**src/rcfd_pkg.sv**
```systemverilog
// Package for the remote-control frame decoder: sizes, codes, the frame and
// configuration types. Used by every module of the block; depends on nothing.
package rcfd_pkg;

  localparam int FRAME_BYTES  = 18;
  localparam int BUFFER_BYTES = 36;
  localparam int CNT_W        = $clog2(BUFFER_BYTES + 1);
  localparam int IDX_W        = $clog2(FRAME_BYTES);
  localparam int CFG_IDX_W    = 3;
  localparam int CFG_DATA_W   = 11;
  localparam int QUEUE_DEPTH  = 2;
  localparam int QUEUE_PTR_W  = $clog2(QUEUE_DEPTH);
  localparam int QUEUE_LVL_W  = $clog2(QUEUE_DEPTH + 1);

  localparam logic [CNT_W-1:0] FRAME_COUNT  = CNT_W'(FRAME_BYTES);
  localparam logic [CNT_W-1:0] BUFFER_COUNT = CNT_W'(BUFFER_BYTES);

  localparam logic signed [11:0] COMBO_LOW  = -12'sd660;
  localparam logic signed [11:0] COMBO_HIGH = 12'sd660;

  localparam logic [10:0] RAW_MASK = 11'h7ff;

  // Register indexes on the configuration port.
  localparam logic [CFG_IDX_W-1:0] CFG_CHANNEL_OFFSET    = 3'd0;
  localparam logic [CFG_IDX_W-1:0] CFG_ERROR_LIMIT       = 3'd1;
  localparam logic [CFG_IDX_W-1:0] CFG_MODE_SWITCH_INDEX = 3'd2;
  localparam logic [CFG_IDX_W-1:0] CFG_SWITCH_UP_CODE    = 3'd3;
  localparam logic [CFG_IDX_W-1:0] CFG_SWITCH_MID_CODE   = 3'd4;
  localparam logic [CFG_IDX_W-1:0] CFG_SWITCH_DOWN_CODE  = 3'd5;

  localparam logic [1:0] MODE_STOPPED = 2'd0;
  localparam logic [1:0] MODE_KEYBOARD_MOUSE = 2'd1;
  localparam logic [1:0] MODE_REMOTE = 2'd2;

  localparam logic [1:0] EV_VALID   = 2'd0;
  localparam logic [1:0] EV_CORRUPT = 2'd1;
  localparam logic [1:0] EV_COMBO   = 2'd2;

  typedef logic [FRAME_BYTES-1:0][7:0] frame_t;

  typedef struct packed {
    logic [10:0] channel_offset;
    logic [10:0] error_limit;
    logic        mode_switch_index;
    logic [1:0]  switch_up_code;
    logic [1:0]  switch_mid_code;
    logic [1:0]  switch_down_code;
  } cfg_t;

endpackage

```
**src/rc_receiver_frame_decoder_core.sv**
```systemverilog
// Top level of the remote-control frame decoder: configuration registers and
// the front end, frame queue and decoder. Depends on rcfd_pkg and its modules.
//
//   channel  direction  handshake               payload
//   in_      input      in_valid / in_ready     rx_byte, line_idle
//   out_     output     out_valid / out_ready   sticks, wheel, switches, mouse, keys, mode, event
//   cfg_     input      cfg_valid / cfg_ready   cfg_index, cfg_wdata
//
// One input transaction is taken every cycle; a byte is never stalled, and an
// idle mark waits only while the two-entry frame queue is full.
// A frame enters the queue when its idle mark is accepted, and is decoded and registered
// at the edge that pops it from the queue; that same edge raises out_valid.
// Reset (rst_n low, synchronous) clears the byte count, queue, mode and output
// valid and loads the register defaults; the frame store needs no clearing.
module rc_receiver_frame_decoder_core import rcfd_pkg::*; (
  input  logic                  clk,
  input  logic                  rst_n,
  input  logic                  in_valid,
  output logic                  in_ready,
  input  logic [7:0]            in_rx_byte,
  input  logic                  in_line_idle,
  output logic                  out_valid,
  input  logic                  out_ready,
  output logic signed [11:0]    out_stick_ch0,
  output logic signed [11:0]    out_stick_ch1,
  output logic signed [11:0]    out_stick_ch2,
  output logic signed [11:0]    out_stick_ch3,
  output logic signed [15:0]    out_wheel,
  output logic        [3:0]     out_switches,
  output logic signed [15:0]    out_mouse_x,
  output logic signed [15:0]    out_mouse_y,
  output logic signed [15:0]    out_mouse_z,
  output logic        [17:0]    out_keys_buttons,
  output logic        [1:0]     out_input_mode,
  output logic        [1:0]     out_frame_event,
  input  logic                  cfg_valid,
  output logic                  cfg_ready,
  input  logic [CFG_IDX_W-1:0]  cfg_index,
  input  logic [CFG_DATA_W-1:0] cfg_wdata
);

  cfg_t   cfg_r;
  logic   q_full, q_push, q_pop, q_not_empty;
  frame_t q_wdata, q_rdata;

  assign cfg_ready = 1'b1;

  always_ff @(posedge clk) begin
    if (!rst_n) begin
      cfg_r.channel_offset    <= 11'd1024;
      cfg_r.error_limit       <= 11'd700;
      cfg_r.mode_switch_index <= 1'b0;
      cfg_r.switch_up_code    <= 2'd1;
      cfg_r.switch_mid_code   <= 2'd3;
      cfg_r.switch_down_code  <= 2'd2;
    end else if (cfg_valid && cfg_ready) begin
      case (cfg_index)
        CFG_CHANNEL_OFFSET:    cfg_r.channel_offset    <= cfg_wdata[10:0];
        CFG_ERROR_LIMIT:       cfg_r.error_limit       <= cfg_wdata[10:0];
        CFG_MODE_SWITCH_INDEX: cfg_r.mode_switch_index <= cfg_wdata[0];
        CFG_SWITCH_UP_CODE:    cfg_r.switch_up_code    <= cfg_wdata[1:0];
        CFG_SWITCH_MID_CODE:   cfg_r.switch_mid_code   <= cfg_wdata[1:0];
        CFG_SWITCH_DOWN_CODE:  cfg_r.switch_down_code  <= cfg_wdata[1:0];
        default: ;
      endcase
    end
  end

  rcfd_front u_front (
    .clk          (clk),
    .rst_n        (rst_n),
    .in_valid     (in_valid),
    .in_ready     (in_ready),
    .in_rx_byte   (in_rx_byte),
    .in_line_idle (in_line_idle),
    .q_full       (q_full),
    .q_push       (q_push),
    .q_wdata      (q_wdata)
  );

  rcfd_queue u_queue (
    .clk       (clk),
    .rst_n     (rst_n),
    .push      (q_push),
    .wdata     (q_wdata),
    .full      (q_full),
    .pop       (q_pop),
    .not_empty (q_not_empty),
    .rdata     (q_rdata)
  );

  rcfd_back u_back (
    .clk              (clk),
    .rst_n            (rst_n),
    .cfg              (cfg_r),
    .q_not_empty      (q_not_empty),
    .q_rdata          (q_rdata),
    .q_pop            (q_pop),
    .out_valid        (out_valid),
    .out_ready        (out_ready),
    .out_stick_ch0    (out_stick_ch0),
    .out_stick_ch1    (out_stick_ch1),
    .out_stick_ch2    (out_stick_ch2),
    .out_stick_ch3    (out_stick_ch3),
    .out_wheel        (out_wheel),
    .out_switches     (out_switches),
    .out_mouse_x      (out_mouse_x),
    .out_mouse_y      (out_mouse_y),
    .out_mouse_z      (out_mouse_z),
    .out_keys_buttons (out_keys_buttons),
    .out_input_mode   (out_input_mode),
    .out_frame_event  (out_frame_event)
  );

endmodule

```
**src/rcfd_front.sv**
```systemverilog
// Front end: accepts received bytes and idle marks, fills the frame store and
// hands complete 18-byte frames to the queue. Depends on rcfd_pkg.
module rcfd_front import rcfd_pkg::*; (
  input  logic       clk,
  input  logic       rst_n,
  input  logic       in_valid,
  output logic       in_ready,
  input  logic [7:0] in_rx_byte,
  input  logic       in_line_idle,
  input  logic       q_full,
  output logic       q_push,
  output frame_t     q_wdata
);

  frame_t           store_r;
  logic [CNT_W-1:0] count_r;
  logic [CNT_W-1:0] count_nxt;
  logic             accept;

  // Bytes are always taken; an idle mark waits for room in the queue.
  assign in_ready = !q_full || !in_line_idle;
  assign accept   = in_valid && in_ready;
  assign q_push   = accept && in_line_idle && (count_r == FRAME_COUNT);
  assign q_wdata  = store_r;

  always_comb begin
    count_nxt = count_r;
    if (accept) begin
      if (in_line_idle) begin
        count_nxt = '0;
      end else if (count_r < BUFFER_COUNT) begin
        count_nxt = count_r + CNT_W'(1);
      end
    end
  end

  always_ff @(posedge clk) begin
    if (!rst_n) begin
      count_r <= '0;
    end else begin
      count_r <= count_nxt;
    end
  end

  always_ff @(posedge clk) begin
    if (accept && !in_line_idle && (count_r < FRAME_COUNT)) begin
      store_r[count_r[IDX_W-1:0]] <= in_rx_byte;
    end
  end

endmodule

```
**src/rcfd_queue.sv**
```systemverilog
// Two-entry frame queue between the front end and the decoder.
// Depends on rcfd_pkg for the frame type and depth.
module rcfd_queue import rcfd_pkg::*; (
  input  logic   clk,
  input  logic   rst_n,
  input  logic   push,
  input  frame_t wdata,
  output logic   full,
  input  logic   pop,
  output logic   not_empty,
  output frame_t rdata
);

  frame_t                 mem_r [QUEUE_DEPTH];
  logic [QUEUE_PTR_W-1:0] wr_ptr_r;
  logic [QUEUE_PTR_W-1:0] rd_ptr_r;
  logic [QUEUE_LVL_W-1:0] level_r;

  assign full      = (level_r == QUEUE_LVL_W'(QUEUE_DEPTH));
  assign not_empty = (level_r != '0);
  assign rdata     = mem_r[rd_ptr_r];

  always_ff @(posedge clk) begin
    if (!rst_n) begin
      wr_ptr_r <= '0;
      rd_ptr_r <= '0;
      level_r  <= '0;
    end else begin
      if (push) begin
        wr_ptr_r <= (wr_ptr_r == QUEUE_PTR_W'(QUEUE_DEPTH - 1)) ? '0 :
                    wr_ptr_r + QUEUE_PTR_W'(1);
      end
      if (pop) begin
        rd_ptr_r <= (rd_ptr_r == QUEUE_PTR_W'(QUEUE_DEPTH - 1)) ? '0 :
                    rd_ptr_r + QUEUE_PTR_W'(1);
      end
      if (push && !pop) begin
        level_r <= level_r + QUEUE_LVL_W'(1);
      end else if (pop && !push) begin
        level_r <= level_r - QUEUE_LVL_W'(1);
      end
    end
  end

  always_ff @(posedge clk) begin
    if (push) begin
      mem_r[wr_ptr_r] <= wdata;
    end
  end

endmodule

```
**src/rcfd_back.sv**
```systemverilog
// Decoder: unpacks a queued frame, checks it, updates the kept input mode and
// holds the result in an output register. Depends on rcfd_pkg.
module rcfd_back import rcfd_pkg::*; (
  input  logic               clk,
  input  logic               rst_n,
  input  cfg_t               cfg,
  input  logic               q_not_empty,
  input  frame_t             q_rdata,
  output logic               q_pop,
  output logic               out_valid,
  input  logic               out_ready,
  output logic signed [11:0] out_stick_ch0,
  output logic signed [11:0] out_stick_ch1,
  output logic signed [11:0] out_stick_ch2,
  output logic signed [11:0] out_stick_ch3,
  output logic signed [15:0] out_wheel,
  output logic        [3:0]  out_switches,
  output logic signed [15:0] out_mouse_x,
  output logic signed [15:0] out_mouse_y,
  output logic signed [15:0] out_mouse_z,
  output logic        [17:0] out_keys_buttons,
  output logic        [1:0]  out_input_mode,
  output logic        [1:0]  out_frame_event
);

  logic               valid_r;
  logic [1:0]         mode_r;
  logic [1:0]         mode_nxt;
  logic signed [11:0] ch_r [4];
  logic signed [11:0] ch_nxt [4];
  logic [15:0]        wheel_r, wheel_nxt;
  logic [3:0]         sw_r, sw_nxt;
  logic [15:0]        mx_r, mx_nxt, my_r, my_nxt, mz_r, mz_nxt;
  logic [17:0]        kb_r, kb_nxt;
  logic [1:0]         event_r, event_nxt;

  logic [10:0]        raw [4];
  logic signed [11:0] ch [4];
  logic [10:0]        mag [4];
  logic [1:0]         sw0, sw1, sel;
  logic               combo, bad;
  frame_t             b;

  assign b     = q_rdata;
  assign q_pop = q_not_empty && (!valid_r || out_ready);

  always_comb begin
    raw[0] = {b[1][2:0], b[0]} & RAW_MASK;
    raw[1] = {b[2][5:0], b[1][7:3]} & RAW_MASK;
    raw[2] = {b[4][0], b[3], b[2][7:6]} & RAW_MASK;
    raw[3] = {b[5][3:0], b[4][7:1]} & RAW_MASK;
    sw0    = b[5][5:4];
    sw1    = b[5][7:6];
    bad    = (sw0 == 2'd0) || (sw1 == 2'd0);
    for (int i = 0; i < 4; i++) begin
      ch[i]  = $signed({1'b0, raw[i]}) - $signed({1'b0, cfg.channel_offset});
      mag[i] = ch[i][11] ? 11'(-ch[i]) : ch[i][10:0];
      if (mag[i] > cfg.error_limit) begin
        bad = 1'b1;
      end
    end
    combo = (ch[0] == COMBO_LOW) && (ch[1] == COMBO_LOW) &&
            (ch[2] == COMBO_HIGH) && (ch[3] == COMBO_LOW);
    sel   = cfg.mode_switch_index ? sw1 : sw0;

    mode_nxt = mode_r;
    if (!combo) begin
      if (sel == cfg.switch_up_code) begin
        mode_nxt = MODE_KEYBOARD_MOUSE;
      end else if (sel == cfg.switch_mid_code) begin
        mode_nxt = MODE_REMOTE;
      end else if (sel == cfg.switch_down_code) begin
        mode_nxt = MODE_STOPPED;
      end
    end

    for (int i = 0; i < 4; i++) begin
      ch_nxt[i] = ch[i];
    end
    wheel_nxt = {b[17], b[16]} - {5'd0, cfg.channel_offset};
    sw_nxt    = {sw1, sw0};
    mx_nxt    = {b[7], b[6]};
    my_nxt    = {b[9], b[8]};
    mz_nxt    = {b[11], b[10]};
    kb_nxt    = {(b[13] != 8'd0), (b[12] != 8'd0), b[15], b[14]};
    event_nxt = combo ? EV_COMBO : EV_VALID;

    // A corrupt frame reports zeros with both levers forced down.
    if (!combo && bad) begin
      for (int i = 0; i < 4; i++) begin
        ch_nxt[i] = '0;
      end
      wheel_nxt = '0;
      sw_nxt    = {cfg.switch_down_code, cfg.switch_down_code};
      mx_nxt    = '0;
      my_nxt    = '0;
      mz_nxt    = '0;
      kb_nxt    = '0;
      event_nxt = EV_CORRUPT;
    end
  end

  always_ff @(posedge clk) begin
    if (!rst_n) begin
      valid_r <= 1'b0;
      mode_r  <= MODE_STOPPED;
    end else begin
      if (q_pop) begin
        valid_r <= 1'b1;
        mode_r  <= mode_nxt;
      end else if (out_ready) begin
        valid_r <= 1'b0;
      end
    end
  end

  always_ff @(posedge clk) begin
    if (q_pop) begin
      for (int i = 0; i < 4; i++) begin
        ch_r[i] <= ch_nxt[i];
      end
      wheel_r <= wheel_nxt;
      sw_r    <= sw_nxt;
      mx_r    <= mx_nxt;
      my_r    <= my_nxt;
      mz_r    <= mz_nxt;
      kb_r    <= kb_nxt;
      event_r <= event_nxt;
    end
  end

  assign out_valid        = valid_r;
  assign out_stick_ch0    = ch_r[0];
  assign out_stick_ch1    = ch_r[1];
  assign out_stick_ch2    = ch_r[2];
  assign out_stick_ch3    = ch_r[3];
  assign out_wheel        = $signed(wheel_r);
  assign out_switches     = sw_r;
  assign out_mouse_x      = $signed(mx_r);
  assign out_mouse_y      = $signed(my_r);
  assign out_mouse_z      = $signed(mz_r);
  assign out_keys_buttons = kb_r;
  assign out_input_mode   = mode_r;
  assign out_frame_event  = event_r;

endmodule

```
**config.mk**
```make
export PLATFORM = sky130hd
export DESIGN_NAME = rc_receiver_frame_decoder_core
export DESIGN_NICKNAME = d
export VERILOG_FILES = /design/src/rcfd_pkg.sv /design/src/rc_receiver_frame_decoder_core.sv /design/src/rcfd_front.sv /design/src/rcfd_queue.sv /design/src/rcfd_back.sv
export SDC_FILE = /design/constraint.sdc
export NUM_CORES = 1
export LEC_CHECK = 0
export ABC_CLOCK_PERIOD_IN_PS = 8600
export BUFFER_PORTS_ARGS = -buffer_cell sky130_fd_sc_hd__buf_4
export CORE_AREA = 2 2 266 202
export CTS_BUF_LIST = sky130_fd_sc_hd__clkbuf_8
export CTS_CLUSTER_SIZE = 30
export DETAILED_ROUTE_END_ITERATION = 10
export DIE_AREA = 0 0 268 204
export PLACE_DENSITY = 0.72
export SLEW_MARGIN = 0
export SYNTH_ARGS = -nofsm -noshare
export SYNTH_HDL_FRONTEND = slang
export SYNTH_SLANG_ARGS = --single-unit
export TNS_END_PERCENT = 50
```
**constraint.sdc**
```tcl
create_clock -name clk -period 8.6 [get_ports clk]
set_input_delay 0 -clock clk [delete_from_list [all_inputs] [get_ports clk]]
set_output_delay 0 -clock clk [all_outputs]
set_load 0.005 [all_outputs]
```
; ---- Word-level counts from Yosys, hierarchy flattened
; Memories as Yosys holds them, arrays and structs flattened. A register that Yosys moved wholly into a read port is not among the register bits.
; Cells that the tools add are included.
[classes]
reduce_logical = 40
n_eq_ne = 14
bitwise = 1
add_sub_neg = 14
n_lt_le_gt_ge = 8
mux = 32
[op_table]
columns = cell, n
row1 = bitwise mux 144 bit, 1
row2 = equality test 12 x 11 -> 1 bit (second input constant), 4
row3 = 2-to-1 mux 48 bit, 1
row4 = subtractor 11 x 11 -> 12 bit, 4
row5 = greater-than comparator 11 bit, 4
row6 = 2-to-1 mux 11 bit, 4
row7 = negator 11 bit, 4
row8 = demux 8 bit (select 5 bit), 1
row9 = nonzero test 8 bit, 2
row10 = subtractor 16 x 11 -> 16 bit, 1
row11 = 2-to-1 mux 1 bit, 14
row12 = 2-to-1 mux 2 bit, 7
row13 = AND reduction 2 bit, 7
row14 = logical AND 1 bit, 13
row15 = 2-to-1 mux 6 bit, 2
row16 = 2-to-1 mux 8 bit, 1
row17 = nonzero test 2 bit, 4
row18 = adder 6 x 1 -> 6 bit (second input constant), 1
row19 = equality test 2 bit, 3
row20 = equality test 3 x 2 -> 1 bit (second input constant), 2
row21 = equality test 3 bit (second input constant), 2
row22 = equality test 6 x 5 -> 1 bit (second input constant), 1
row23 = zero test 1 bit, 6
row24 = less-than comparator 5 x 6 -> 1 bit (second input constant), 1
row25 = other kinds (15), 19
[totals]
ram_bits = 336
out_inout_bits = 141
memories = 2
regBits = 274
[memory_table]
columns = memory, words, word_bits, rd, rd_clocked_by_memory_dff, write_ports, line
row1 = u_queue.mem_r, 2, 144, 1, 1, 1, rcfd_queue.sv:14  ; frame_t mem_r [QUEUE_DEPTH];
row2 = u_back.ch_r, 4, 12, 4, 0, 4, rcfd_back.sv:29  ; logic signed [11:0] ch_r [4];

; ---- Longest topological paths before layout
; Gate-level depths: netlist of the first run.
[logic_depth]
ltp_word = 10
ltp_mapped = 28

; ---- By module
; Synthesis of the first run repeated with hierarchy kept, for this count alone.
[unflattened]
hier_cells = 1809
area_unflattened_um2 = 27152.3
[by_module_without_submodules]
columns = module, seq_area_each_um2, area_each_um2, n_inst, cells_each
row1 = rcfd_queue, 8748.4, 10844.2, 1, 470
row2 = rcfd_back, 4144.0, 10177.3, 1, 991
row3 = rcfd_front, 4444.3, 4888.4, 1, 226
row4 = rc_receiver_frame_decoder_core, 580.6, 1242.4, 1, 122

; ---- Worst setup path before layout of the first run
; OpenSTA, ideal clock, no wires.
[synth_path]
kind = reg-to-reg
from = register u_queue.level_r[0]
to = memory u_queue.mem_r[0][0] in the netlist's numbering (enable)
slack_ps = 448
arrival_time_ps = 7486
path_stages_with_launch = 5
path_cell_list = dfxtp_1 nand3b_1 nand3_1 nor4_1 nor2b_1
[synth_between]
elab_chain_len = 8
[synth_rtl]
columns = item, line
row1 = start: declaration, rcfd_queue.sv:17  ; logic [QUEUE_LVL_W-1:0] level_r;
row2 = start signal: assignment, rcfd_queue.sv:38  ; level_r <= level_r + QUEUE_LVL_W'(1);
row3 = start signal: assignment, rcfd_queue.sv:40  ; level_r <= level_r - QUEUE_LVL_W'(1);
row4 = equality test 2 bit, rcfd_queue.sv:19  ; assign full = (level_r == QUEUE_LVL_W'(QUEUE_DEPTH));
row5 = zero test 1 bit, rcfd_front.sv:21  ; assign in_ready = !q_full || !in_line_idle;
row6 = logical OR 1 bit, rcfd_front.sv:21
row7 = net in_ready, rc_receiver_frame_decoder_core.sv:19  ; output logic in_ready,
row8 = logical AND 1 bit, rcfd_front.sv:22  ; assign accept = in_valid && in_ready;
row9 = logical AND 1 bit (2 in series), rcfd_front.sv:23  ; assign q_push = accept && in_line_idle && (count_r == FRAME_COUNT);
row10 = net q_push, rc_receiver_frame_decoder_core.sv:43  ; logic q_full, q_push, q_pop, q_not_empty;
row11 = 2-to-1 mux 1 bit, rcfd_queue.sv:46  ; if (push) begin
row12 = 2-to-1 mux 1 bit (implied by the code), rcfd_queue.sv:47  ; mem_r[wr_ptr_r] <= wdata;
row13 = end: declaration, rcfd_queue.sv:14
; The timed path passes the listed nets, and every way through them passes these cells.

==> results of run 1 <==
[layer usage]
layer  part of all wire  vias to the layer above
li1                   -                     7117
met1               0.45                     7537
met2               0.46                      463
met4              0.018                        0
met3              0.071                       90
met5                  0                        -
[cell usage after synthesis, types with 7 or more instances]
master	instances
edfxtp_1	568
nor2_1	192
ha_1	109
nand2_1	85
mux2i_1	84
mux2_2	61
xnor2_1	57
inv_1	50
a21oi_1	45
dfxtp_1	43
o21ai_0	37
nor2b_1	30
clkbuf_1	29
xor2_1	29
nand3_1	22
nor3_1	21
a21boi_0	17
and3_1	16
a31oi_1	14
nand2b_1	14
nand4_1	14
nor4_1	14
o211ai_1	14
a21o_1	13
buf_6	12
a211oi_1	11
and2_1	11
o21a_1	9
or4_1	9
nand3b_1	7
nand4b_1	7
o31ai_1	7
[final timing paths]
path                               end  slack (ns)  cells past startpoint                start
hold / removal               cfg_r[24]        0.18                      4         cfg_wdata[6]
setup reg to reg   u_back.out_wheel[5]        1.51                     19            flip-flop
setup / recovery   u_back.out_wheel[5]        1.51                     19            flip-flop
hold reg to reg   u_queue.mem_r[1][20]        0.43                      0  u_front.q_wdata[20]
[registers in the layout (all words and copies together), names as in the netlist, 18 cells and up, named ones only]
name and cells:
u_queue.mem_r 288, u_front.q_wdata 144, u_back.ch_r 48, cfg_r 29, u_back.out_keys_buttons 18
[cells in the final DEF (no fill, tap or decap), types with 6 or more instances in the layout]
cell and count:
a211oi_1 11, a21boi_0 17, a21o_1 13, a21oi_1 45, a31oi_1 14, and2_1 10
and3_1 16, buf_4 184, clkbuf_8 94, clkinv_1 19, clkinv_2 11, clkinvlp_4 6
dfxtp_1 42, dlygate4sd3_1 56, edfxtp_1 568, ha_1 109, inv_1 82, mux2_2 61
mux2i_1 84, nand2_1 85, nand2b_1 14, nand3_1 22, nand3b_1 7, nand4_1 14
nand4b_1 7, nor2_1 191, nor2b_1 29, nor3_1 21, nor3b_1 6, nor4_1 14
o211ai_1 14, o21a_1 9, o21ai_0 37, o31ai_1 7, or4_1 9, xnor2_1 57
xor2_1 29
[power by group through the flow]
stage	sequential (mW)	combinational (mW)	clock, mW
3_5_place_dp	3.85	1.99	0
3_3_place_gp	3.84	1.96	0
2_1_floorplan	3.88	1.11	0
4_1_cts	3.79	2.01	2.31
6_report	3.78	2.01	2.26
5_1_grt	3.81	2.18	2.44
[worst max-delay path: stages, from the launching register on]
cell and delay, ns:
dfxtp_4 0.77, buf_4 0.36, mux2_2 0.38, ha_1 0.22, a21o_1 0.23, or3_1 0.40, a21oi_1 0.26, o21bai_1 0.09
a21oi_1 0.62, o21ai_0 0.25, xnor2_1 0.18, ha_1 0.33, and4_1 0.20, nand4_1 0.12, o21ai_0 0.35, o211ai_1 0.17
or3_1 0.41, o32a_2 0.78, buf_4 0.45, a211oi_1 0.24
[metrics by stage]
stage | area [sq um] | std cells | hold WS [ns]
floorplan | 25900 | 1737 | 0.0959
detailed placement | 27900 | 2583 | 0.265
finish | 30200 | 2809 | 0.184
global route | 30200 | 2809 | 0.155
CTS | 30200 | 2808 | 0.109
global placement | 27900 | 2583 | 0.254
[kinds of logic (layout without fill, tap and decap cells)]
group | after synthesis | count (layout)
buf+inv | 100 | 459
mux | 147 | 147
xor+xnor | 86 | 86
flops | 611 | 611
other cells | 1 | 2
fa+ha+maj | 114 | 114
compound gates | 205 | 205
simple gates | 473 | 473
[final cells by class]
cell class | count | share of cell area
Antenna cell | 1 | 0.0000829
Clock buffer | 94 | 0.0428
Clock inverter | 75 | 0.0153
Inverter | 50 | 0.00622
Multi-Input combinational cell | 1026 | 0.248
Sequential cell | 611 | 0.594
Tap cell | 712 | 0.0295
Timing Repair Buffer | 240 | 0.0643
==> qor.csv, run 1 <==
stage,metric,value,unit
outcome,status,finished clean,
flow_run,cap_violations,0,
synth,syn_inst,1737,
synth,synth-edff-count,568,
route,wl_per_cell,20.4,um
global_routing,grt_antenna_before_repair,2,
sta,worstMarginPinSlew,1.14,ns
placed_design,pre_cts_slack,1.68,ns
route,ant_nets,0,
placed_design,port_buffers,167,
sta,setup_viol,0,
synth,synthArstFlopShare,0,
worst_setup_path,critPathRequiredTime,9.08,ns
synth,synth_compound_area_frac,0.0530,
clock_tree,clock-sinks,611,
synth,synth_xor_area_frac,0.0291,
route,dr.pass1.iters,5,
synth,syn_nets,1879,
sta,min_period_over_period,0.824,
synth,synth_top_area_share,0.660,
floorplan,start_util,0.494,
route,drt-vias-per-instance,5.41,
sta,rsz0062_at_grt,false,
hold_path,hp-class,input port to flip-flop,
synth,syn_avg_cell_area,14.9,sq um
sta,setup_tns,0,ns
floorplan,io_pins,169,
clock_tree,cts_tree,yes,
global_routing,grt_use_met1,0.297,
final_layout,utilization,0.577,
placed_design,hpwlAfterDp,37300,um
global_routing,use_met2,0.325,
power,ir_drop,179,uV
power,combinationalPowerShare,0.249,
synth,yosys.area.top_type,edfxtp_1,
final_layout,fillers,4120,
clock_tree,clk_pin_slew,0.07,ns
power,powerDensity,266,mW/mm^2
global_routing,gr-usage-met3,0.0523,
sta,layout_setup_ws,1.51,ns
sta,max-slew-margin-rel,0.240,
worst_setup_path,cp-start-kind,flip-flop,
synth,yosysWarnings,0,
clock_tree,cts-htree-levels,3,
power,p_clk_frac,0.281,
floorplan,fp.dieArea,0.0547,sq mm
global_routing,grt_overflow,0,
final_layout,drive_above_1_share,0.182,
floorplan,dieWidth,268,um
clock_tree,cts_made_buffers,92,
sta,skew,0.0439,ns
synth,synth_area,0.0259,sq mm
synth,synth_flop_cell,edfxtp_1,
final_layout,multiInputGateArea,0.00749,sq mm
final_layout,syn_to_final_growth,16.8,%
floorplan,core,0.0523,sq mm
synth,yosys.cell_types.count,72,
sta,final_hold_viol_count,0,
global_routing,grt_pass1_wl,85800,um
power,total_leakage_power,10.7,nW
synth,synth-adder-area-share,0.0566,
sta,layout_min_cycle_time,7.09,ns
floorplan,std_cell_rows,73,
sta,slew_viol_final,0,
route,drt_iter0_drc,1346,
power,swShare,0.287,
floorplan,die_y,204,um
final_layout,nNetsFinal,2163,
worst_setup_path,critical_path_class,flip-flop to flip-flop,
power,intPower,5.73,mW
synth,yosys-mux-area-fraction,0.0599,
route,vias,15200,
clock_tree,cts-resized-gates,0,
global_routing,grt_max_degree,83,
clock_tree,clock_tree.buffer_depth,3,
route,wl,57400,um
global_routing,grt_pass1_vias,15100,
power,p_switching,2.31,mW
route,drc,0,
global_routing,grt_usage,0.210,
final_layout,seq_area,0.0179,sq mm
worst_setup_path,crit_path_max_fanout,52,
clock_tree,clk_latency,0.68,ns
synth,synth-simple-area-share,0.0900,
power,seq_power_share,0.470,
worst_setup_path,critPathCaptureType,flip-flop,
worst_setup_path,cp.arrival,7.57,ns
clock_tree,clockRootBuffer,clkbuf_8,
placed_design,globalplace.congestion,0.944,
synth,synth-seq-cells,611,
clock_tree,cts_setup_buffers,0,
synth,synthTopCellsByArea,"edfxtp_1 66%, ha_1 5.3%, dfxtp_1 3.3%, mux2i_1 3.3%, nor2_1 2.8%",
synth,yosysSeqAreaShare,0.693,
global_routing,grt_busiest_layer,met2,
synth,synth_top_family_by_area,simple AND/OR/NAND/NOR gates,
clock_tree,hold_buffers,56,
sta,max_freq,141,MHz
power,power.total,8.04,mW
No activity file was read; power rests on OpenSTA's default activity.
==> inputs of run 2 (changes only) <==
--- a/config.mk
+++ b/config.mk
@@ -5,14 +5,14 @@
 export SDC_FILE = /design/constraint.sdc
 export NUM_CORES = 1
 export LEC_CHECK = 0
-export ABC_CLOCK_PERIOD_IN_PS = 8600
+export ABC_CLOCK_PERIOD_IN_PS = 7200
 export BUFFER_PORTS_ARGS = -buffer_cell sky130_fd_sc_hd__buf_4
 export CORE_AREA = 2 2 266 202
 export CTS_BUF_LIST = sky130_fd_sc_hd__clkbuf_8
 export CTS_CLUSTER_SIZE = 30
 export DETAILED_ROUTE_END_ITERATION = 10
 export DIE_AREA = 0 0 268 204
-export PLACE_DENSITY = 0.72
+export PLACE_DENSITY = 0.69
 export SLEW_MARGIN = 0
 export SYNTH_ARGS = -nofsm -noshare
 export SYNTH_HDL_FRONTEND = slang
==> constraint.sdc (replaced) <==
create_clock -name clk -period 7.2 [get_ports clk]
set_input_delay 0 -clock clk [delete_from_list [all_inputs] [get_ports clk]]
set_output_delay 0 -clock clk [all_outputs]
set_load 0.005 [all_outputs]
==> run 2 against run 1 <==
Clock power rose by 13%. Critical path depth rose by 2. Critical endpoint is now u_back.out_keys_buttons[17]. Core utilization rose by 0.072 points. Count of clock-buffer cells in the layout fell by 1. Worst setup slack got worse by 0.70 ns. Via count rose by 1.1%. Final area rose by 0.12%. Combinational power rose by 21%. Critical path type unchanged. Maximum frequency rose by 11%.
==> qor.csv, run 2 (synthesis results as in run 1) <==
stage,metric,value,unit
worst_setup_path,cp-start-kind,flip-flop,
power,power.total,9.50,mW
route,wl_per_cell,20.5,um
outcome,status,finished clean,
worst_setup_path,path_depth,21,
final_layout,largest_register_ffs,288,
sta,rsz0062_at_grt,false,
floorplan,core,0.0523,sq mm
route,wl,57900,um
floorplan,start_util,0.494,
sta,final_hold_viol_count,0,
sta,slew_viol_final,0,
worst_setup_path,critPathRequiredTime,7.70,ns
final_layout,mostFrequentLayoutCells,"568 x edfxtp_1, 201 x buf_4, 191 x nor2_1",
power,powerDensity,314,mW/mm^2
clock_tree,cts_tree,yes,
final_layout,fillers,4051,
hold_path,hp-class,input port to flip-flop,
worst_setup_path,critical_path_class,flip-flop to flip-flop,
power,intPower,6.72,mW
clock_tree,clock-sinks,611,
clock_tree,clk_pin_slew,0.07,ns
placed_design,port_buffers,167,
worst_setup_path,r2r-end,u_back.out_keys_buttons[17],
power,total_leakage_power,10.8,nW
global_routing,grt_antenna_before_repair,1,
worst_setup_path,path_delay_family,compound AO/OA/AOI/OAI gates,
floorplan,die_y,204,um
global_routing,grt_usage,0.212,
worst_setup_path,crit_path_max_fanout,54,
clock_tree,clock_tree.buffer_depth,3,
clock_tree,cts-htree-levels,3,
power,seq_power_share,0.475,
clock_tree,cts_setup_buffers,0,
worst_setup_path,cp.buffers_inverters,3,
global_routing,grt_pass1_wl,86600,um
sta,min_period_over_period,0.888,
route,drt-vias-per-instance,5.45,
worst_setup_path,cp_cell_sequence,"buf_4, mux2_2, ha_1, a21o_1, a31o_1, or3_1, a21oi_1, o21bai_1, a21oi_1, buf_4, nor2b_1, xnor2_1, ha_1, o21a_1, o21a_1, o21ai_0, a211oi_1, or3_1, o32a_2, buf_12, a311oi_1",
worst_setup_path,r2r_cells,21,
worst_setup_path,slowest_delay,0.67,ns
floorplan,dieWidth,268,um
global_routing,grt_max_degree,73,
sta,max_freq,156,MHz
sta,skew,0.0411,ns
power,swShare,0.293,
worst_setup_path,cp.arrival,6.90,ns
placed_design,hpwlAfterDp,38200,um
worst_setup_path,r2r_slack,0.81,ns
power,ir_drop,176,uV
route,vias,15400,
clock_tree,hold_buffers,53,
floorplan,fp.dieArea,0.0547,sq mm
worst_setup_path,slowest_stage,dfxtp_4,
flow_run,cap_violations,0,
final_layout,syn_to_final_growth,16.9,%
placed_design,globalplace.congestion,0.900,
route,drt_iter0_drc,1196,
sta,max-slew-margin-rel,0.258,
global_routing,grt_overflow,0,
worst_setup_path,critPathCapture,u_back.out_keys_buttons[17],
hold_path,holdCritStartpoint,cfg_wdata[7],
power,p_clk_frac,0.268,
final_layout,nNetsFinal,2179,
final_layout,drive_above_1_share,0.187,
floorplan,std_cell_rows,73,
sta,worstMarginPinSlew,1.11,ns
final_layout,largest_register,u_queue.mem_r,
route,drc,0,
global_routing,grt_pass1_vias,15000,
sta,layout_min_cycle_time,6.39,ns
power,combinationalPowerShare,0.257,
clock_tree,cts-resized-gates,0,
clock_tree,clk_latency,0.69,ns
clock_tree,cts_made_buffers,91,
route,ant_nets,0,
worst_setup_path,critPathCaptureType,flip-flop,
floorplan,io_pins,169,
final_layout,layout_commonest_cell,edfxtp_1,
power,p_switching,2.78,mW
clock_tree,clockRootBuffer,clkbuf_8,
route,dr.pass1.iters,5,
sta,fin_hold_ws,0.155,ns
sta,setup_viol,0,
-- run 2: layout make-up --
cell class                      count  area (sq um)  area share
Antenna cell                        1          2.50   0.0000828
Clock buffer                       93          1280      0.0423
Clock inverter                     72           355      0.0118
Inverter                           50           188     0.00621
Multi-Input combinational cell   1026          7490       0.248
Sequential cell                   611         17900       0.593
Tap cell                          712           891      0.0295
Timing Repair Buffer              257          2100      0.0694
-- run 2: worst min path at each step --
| stage | to | depth (start not counted) | slack [ns] |
|---|---|---|---|
| 2_1_floorplan | in_ready | 1 | 0.1 |
| 3_3_place_gp | cfg_r[10] | 3 | 0.26 |
| 3_5_place_dp | cfg_r[9] | 3 | 0.26 |
| 4_1_cts | cfg_r[1] | 4 | 0.1 |
| 5_1_grt | cfg_r[23] | 4 | 0.12 |
| 6_report | cfg_r[25] | 4 | 0.15 |
-- run 2: through the flow --
stage	util	std cells	cell area (sq um)	TNS, ns	setup slack, ns
after global placement	0.536	2603	28100	0	0.942
after detailed placement	0.536	2603	28100	0	0.857
final	0.578	2822	30200	0	0.809
after CTS	0.578	2821	30200	0	0.880
after floorplan	-	1737	25900	-1.58	-0.552
after global routing	0.578	2822	30200	0	0.472
-- run 2: tightest hold or removal path, delay by kind of cell --
family / cells / cell delay [ns]
buf+inv: 2 / 0.68
compound gates: 1 / 0.06
simple gates: 1 / 0.05
-- run 2: routing by layer --
layer  up-vias  routed length [um]  share of wire  GRT usage
li1       7161                   -              -          -
met3        83                3510          0.061     0.0396
met4         0                1060          0.018     0.0557
met1      7652               27100           0.47      0.316
met5         -                   0              0          0
met2       477               26200           0.45      0.321
-- run 2: power by group through the flow --
stage | Combinational [mW] | Clock (mW) | Sequential, mW
floorplan | 1.32 | 0 | 4.63
global placement | 2.38 | 0 | 4.60
detailed placement | 2.41 | 0 | 4.60
CTS | 2.44 | 2.62 | 4.53
global route | 2.65 | 2.75 | 4.56
finish | 2.44 | 2.55 | 4.52
==> inputs of run 3 (changes only) <==
--- a/config.mk
+++ b/config.mk
@@ -5,14 +5,14 @@
 export SDC_FILE = /design/constraint.sdc
 export NUM_CORES = 1
 export LEC_CHECK = 0
-export ABC_CLOCK_PERIOD_IN_PS = 7200
+export ABC_CLOCK_PERIOD_IN_PS = 6500
 export BUFFER_PORTS_ARGS = -buffer_cell sky130_fd_sc_hd__buf_4
 export CORE_AREA = 2 2 266 202
 export CTS_BUF_LIST = sky130_fd_sc_hd__clkbuf_8
 export CTS_CLUSTER_SIZE = 30
 export DETAILED_ROUTE_END_ITERATION = 10
 export DIE_AREA = 0 0 268 204
-export PLACE_DENSITY = 0.69
+export PLACE_DENSITY_LB_ADDON = 0.12
 export SLEW_MARGIN = 0
 export SYNTH_ARGS = -nofsm -noshare
 export SYNTH_HDL_FRONTEND = slang
==> constraint.sdc (replaced) <==
create_clock -name clk -period 6.5 [get_ports clk]
set_input_delay 0 -clock clk [delete_from_list [all_inputs] [get_ports clk]]
set_output_delay 0 -clock clk [all_outputs]
set_load 0.005 [all_outputs]
==> run 3 against run 2 <==
Clock skew down 0.0084 ns. Core utilization about the same. Clock power up 11%. Sequential power up 10%. Global-route usage up 0.17 points. Register-to-register slack worse by 0.21 ns. Combinational power up 9.8%. Total power up 10%. Via count down 1.3%. Final area about the same. Worst setup slack worse by 0.21 ns. Critical endpoint is now u_back.out_mouse_x[9].
==> qor.csv, run 3 (synthesis results as in run 1) <==
stage,metric,value,unit
worst_setup_path,crit_path_max_fanout,61,
global_routing,gr-usage-met3,0.0463,
sta,min_period_over_period,0.907,
hold_path,holdCritStartpoint,cfg_wdata[1],
floorplan,std_cell_rows,73,
worst_setup_path,cp-start-kind,flip-flop,
floorplan,die_y,204,um
floorplan,start_util,0.494,
sta,final_hold_viol_count,0,
global_routing,grt_overflow,0,
flow_run,cap_violations,0,
sta,slew_viol_final,0,
sta,layout_setup_ws,0.604,ns
route,wl_per_cell,20.5,um
clock_tree,clk_latency,0.68,ns
sta,max-slew-margin-rel,0.228,
outcome,status,finished clean,
global_routing,grt_antenna_before_repair,3,
route,vias,15200,
sta,rsz0062_at_grt,false,
hold_path,hp-class,input port to flip-flop,
placed_design,dp.cells,2598,
clock_tree,clockRootBuffer,clkbuf_8,
sta,layout_min_cycle_time,5.90,ns
clock_tree,cts_setup_buffers,0,
floorplan,dieWidth,268,um
route,drc,0,
power,ir_drop,237,uV
global_routing,grt_use_met1,0.313,
clock_tree,cts-htree-levels,3,
clock_tree,cts_tree,yes,
final_layout,largest_register_ffs,288,
global_routing,grt_pass1_wl,87100,um
sta,skew,0.0327,ns
final_layout,design_area,0.0302,sq mm
clock_tree,clock-sinks,611,
global_routing,grt_usage,0.214,
final_layout,layout_commonest_cell,edfxtp_1,
final_layout,n_antenna_cell,0,
final_layout,nNetsFinal,2176,
clock_tree,clock_tree.buffer_depth,3,
route,wl,57800,um
final_layout,fin_cells,2820,
final_layout,syn_to_final_growth,16.9,%
final_layout,largest_register,u_queue.mem_r,
placed_design,place_area,0.0281,sq mm
power,powerDensity,347,mW/mm^2
hold_path,worst_hold_path.endpoint,cfg_r[1],
floorplan,fp.dieArea,0.0547,sq mm
clock_tree,cts-resized-gates,0,
power,total_leakage_power,10.7,nW
sta,setup_viol,0,
global_routing,grt_pass1_vias,15200,
worst_setup_path,critical_path_class,flip-flop to flip-flop,
sta,setup_tns,0,ns
placed_design,globalplace.congestion,0.893,
worst_setup_path,r2r-end,u_back.out_mouse_x[9],
final_layout,mostFrequentLayoutCells,"568 x edfxtp_1, 194 x buf_4, 191 x nor2_1",
sta,max_freq,170,MHz
global_routing,grt_busiest_layer,met2,
floorplan,io_pins,169,
worst_setup_path,cp.arrival,6.41,ns
global_routing,use_met2,0.324,
hold_path,hold_path_depth,4,
floorplan,core,0.0523,sq mm
route,dr.pass1.iters,5,
worst_setup_path,critPathCaptureType,flip-flop,
clock_tree,clk_pin_slew,0.06,ns
worst_setup_path,critPathRequiredTime,7.01,ns
placed_design,pre_cts_slack,0.697,ns
route,drt-vias-per-instance,5.38,
clock_tree,hold_buffers,52,
placed_design,hpwlAfterDp,37700,um
global_routing,grt_max_degree,122,
worst_setup_path,r2r_slack,0.60,ns
clock_tree,cts_made_buffers,94,
final_layout,drive_above_1_share,0.184,
worst_setup_path,r2r_cells,22,
sta,worstMarginPinSlew,1.16,ns
placed_design,port_buffers,167,
route,drt_iter0_drc,1225,
route,ant_nets,0,
[run 3: cell count changes in the layout (fill, tap and decap cells not counted)]
| cell | before | now |
|---|---|---|
| buf_12 | 3 | 5 |
| buf_4 | 201 | 194 |
| bufinv_16 | 1 | 0 |
| clkbuf_8 | 93 | 98 |
| clkinv_1 | 18 | 25 |
| clkinv_2 | 11 | 7 |
| diode_2 | 1 | 0 |
| dlygate4sd3_1 | 53 | 52 |
| inv_1 | 86 | 85 |
| inv_8 | 1 | 0 |
[run 3: metal layers]
| metal | wire length (um) | vias to the layer above |
|---|---|---|
| met5 | 13 | - |
| li1 | - | 7156 |
| met1 | 27400 | 7540 |
| met2 | 26300 | 393 |
| met3 | 3140 | 82 |
| met4 | 934 | 2 |
[run 3: cell type report]
cell class / count / area [sq um]
clock buffers: 98 / 1350
multi-input cells: 1026 / 7490
fillers: 4150 / 22100
repair buffers: 251 / 2080
clock inverters: 72 / 317
inverters: 50 / 188
flip-flops and latches: 611 / 17900
well taps: 712 / 891
[run 3: how the worst max path moves through the flow]
stage	start	endpoint	slack, ns	depth (start not counted)
3_5_place_dp	flip-flop	u_back.out_mouse_z[14]	0.70	22
6_report	flip-flop	u_back.out_mouse_x[9]	0.60	22
2_1_floorplan	u_queue.level_r[0]	u_queue.level_r[1]	-1.25	6
4_1_cts	flip-flop	u_back.out_mouse_z[14]	0.64	22
3_3_place_gp	flip-flop	u_back.out_mouse_y[4]	0.82	22
5_1_grt	flip-flop	u_back.out_mouse_z[14]	0.26	21
[run 3: power breakdown]
part / switching, mW / leakage (nW) / internal, mW
logic: 1.44 / 4.21 / 1.24
registers: 0.177 / 5.55 / 4.81
clock network: 1.42 / 0.976 / 1.40
[run 3: critical path: stages (launching register included)]
cell and delay [ns]:
dfxtp_4 0.48, buf_12 0.29, mux2_2 0.38, ha_1 0.36, a21o_1 0.24, a31o_1 0.23, or3_1 0.34, a21oi_1 0.23
o21bai_1 0.09, a21oi_1 0.16, buf_4 0.19, o21ai_0 0.12, xnor2_1 0.17, ha_1 0.32, and4_1 0.18, nand4_1 0.12
o21ai_0 0.21, o211ai_1 0.10, or3_1 0.38, o32a_2 0.46, buf_12 0.20, buf_4 0.24, nor2_1 0.12
[run 3: per-stage QoR]
step | power [mW] | utilization | hold WS, ns
after CTS | 10.6 | 0.578 | 0.0955
after floorplan | 6.57 | - | 0.0959
after detailed placement | 7.74 | 0.536 | 0.260
after global placement | 7.72 | 0.536 | 0.254
final | 10.5 | 0.578 | 0.146
after global routing | 11.0 | 0.578 | 0.137
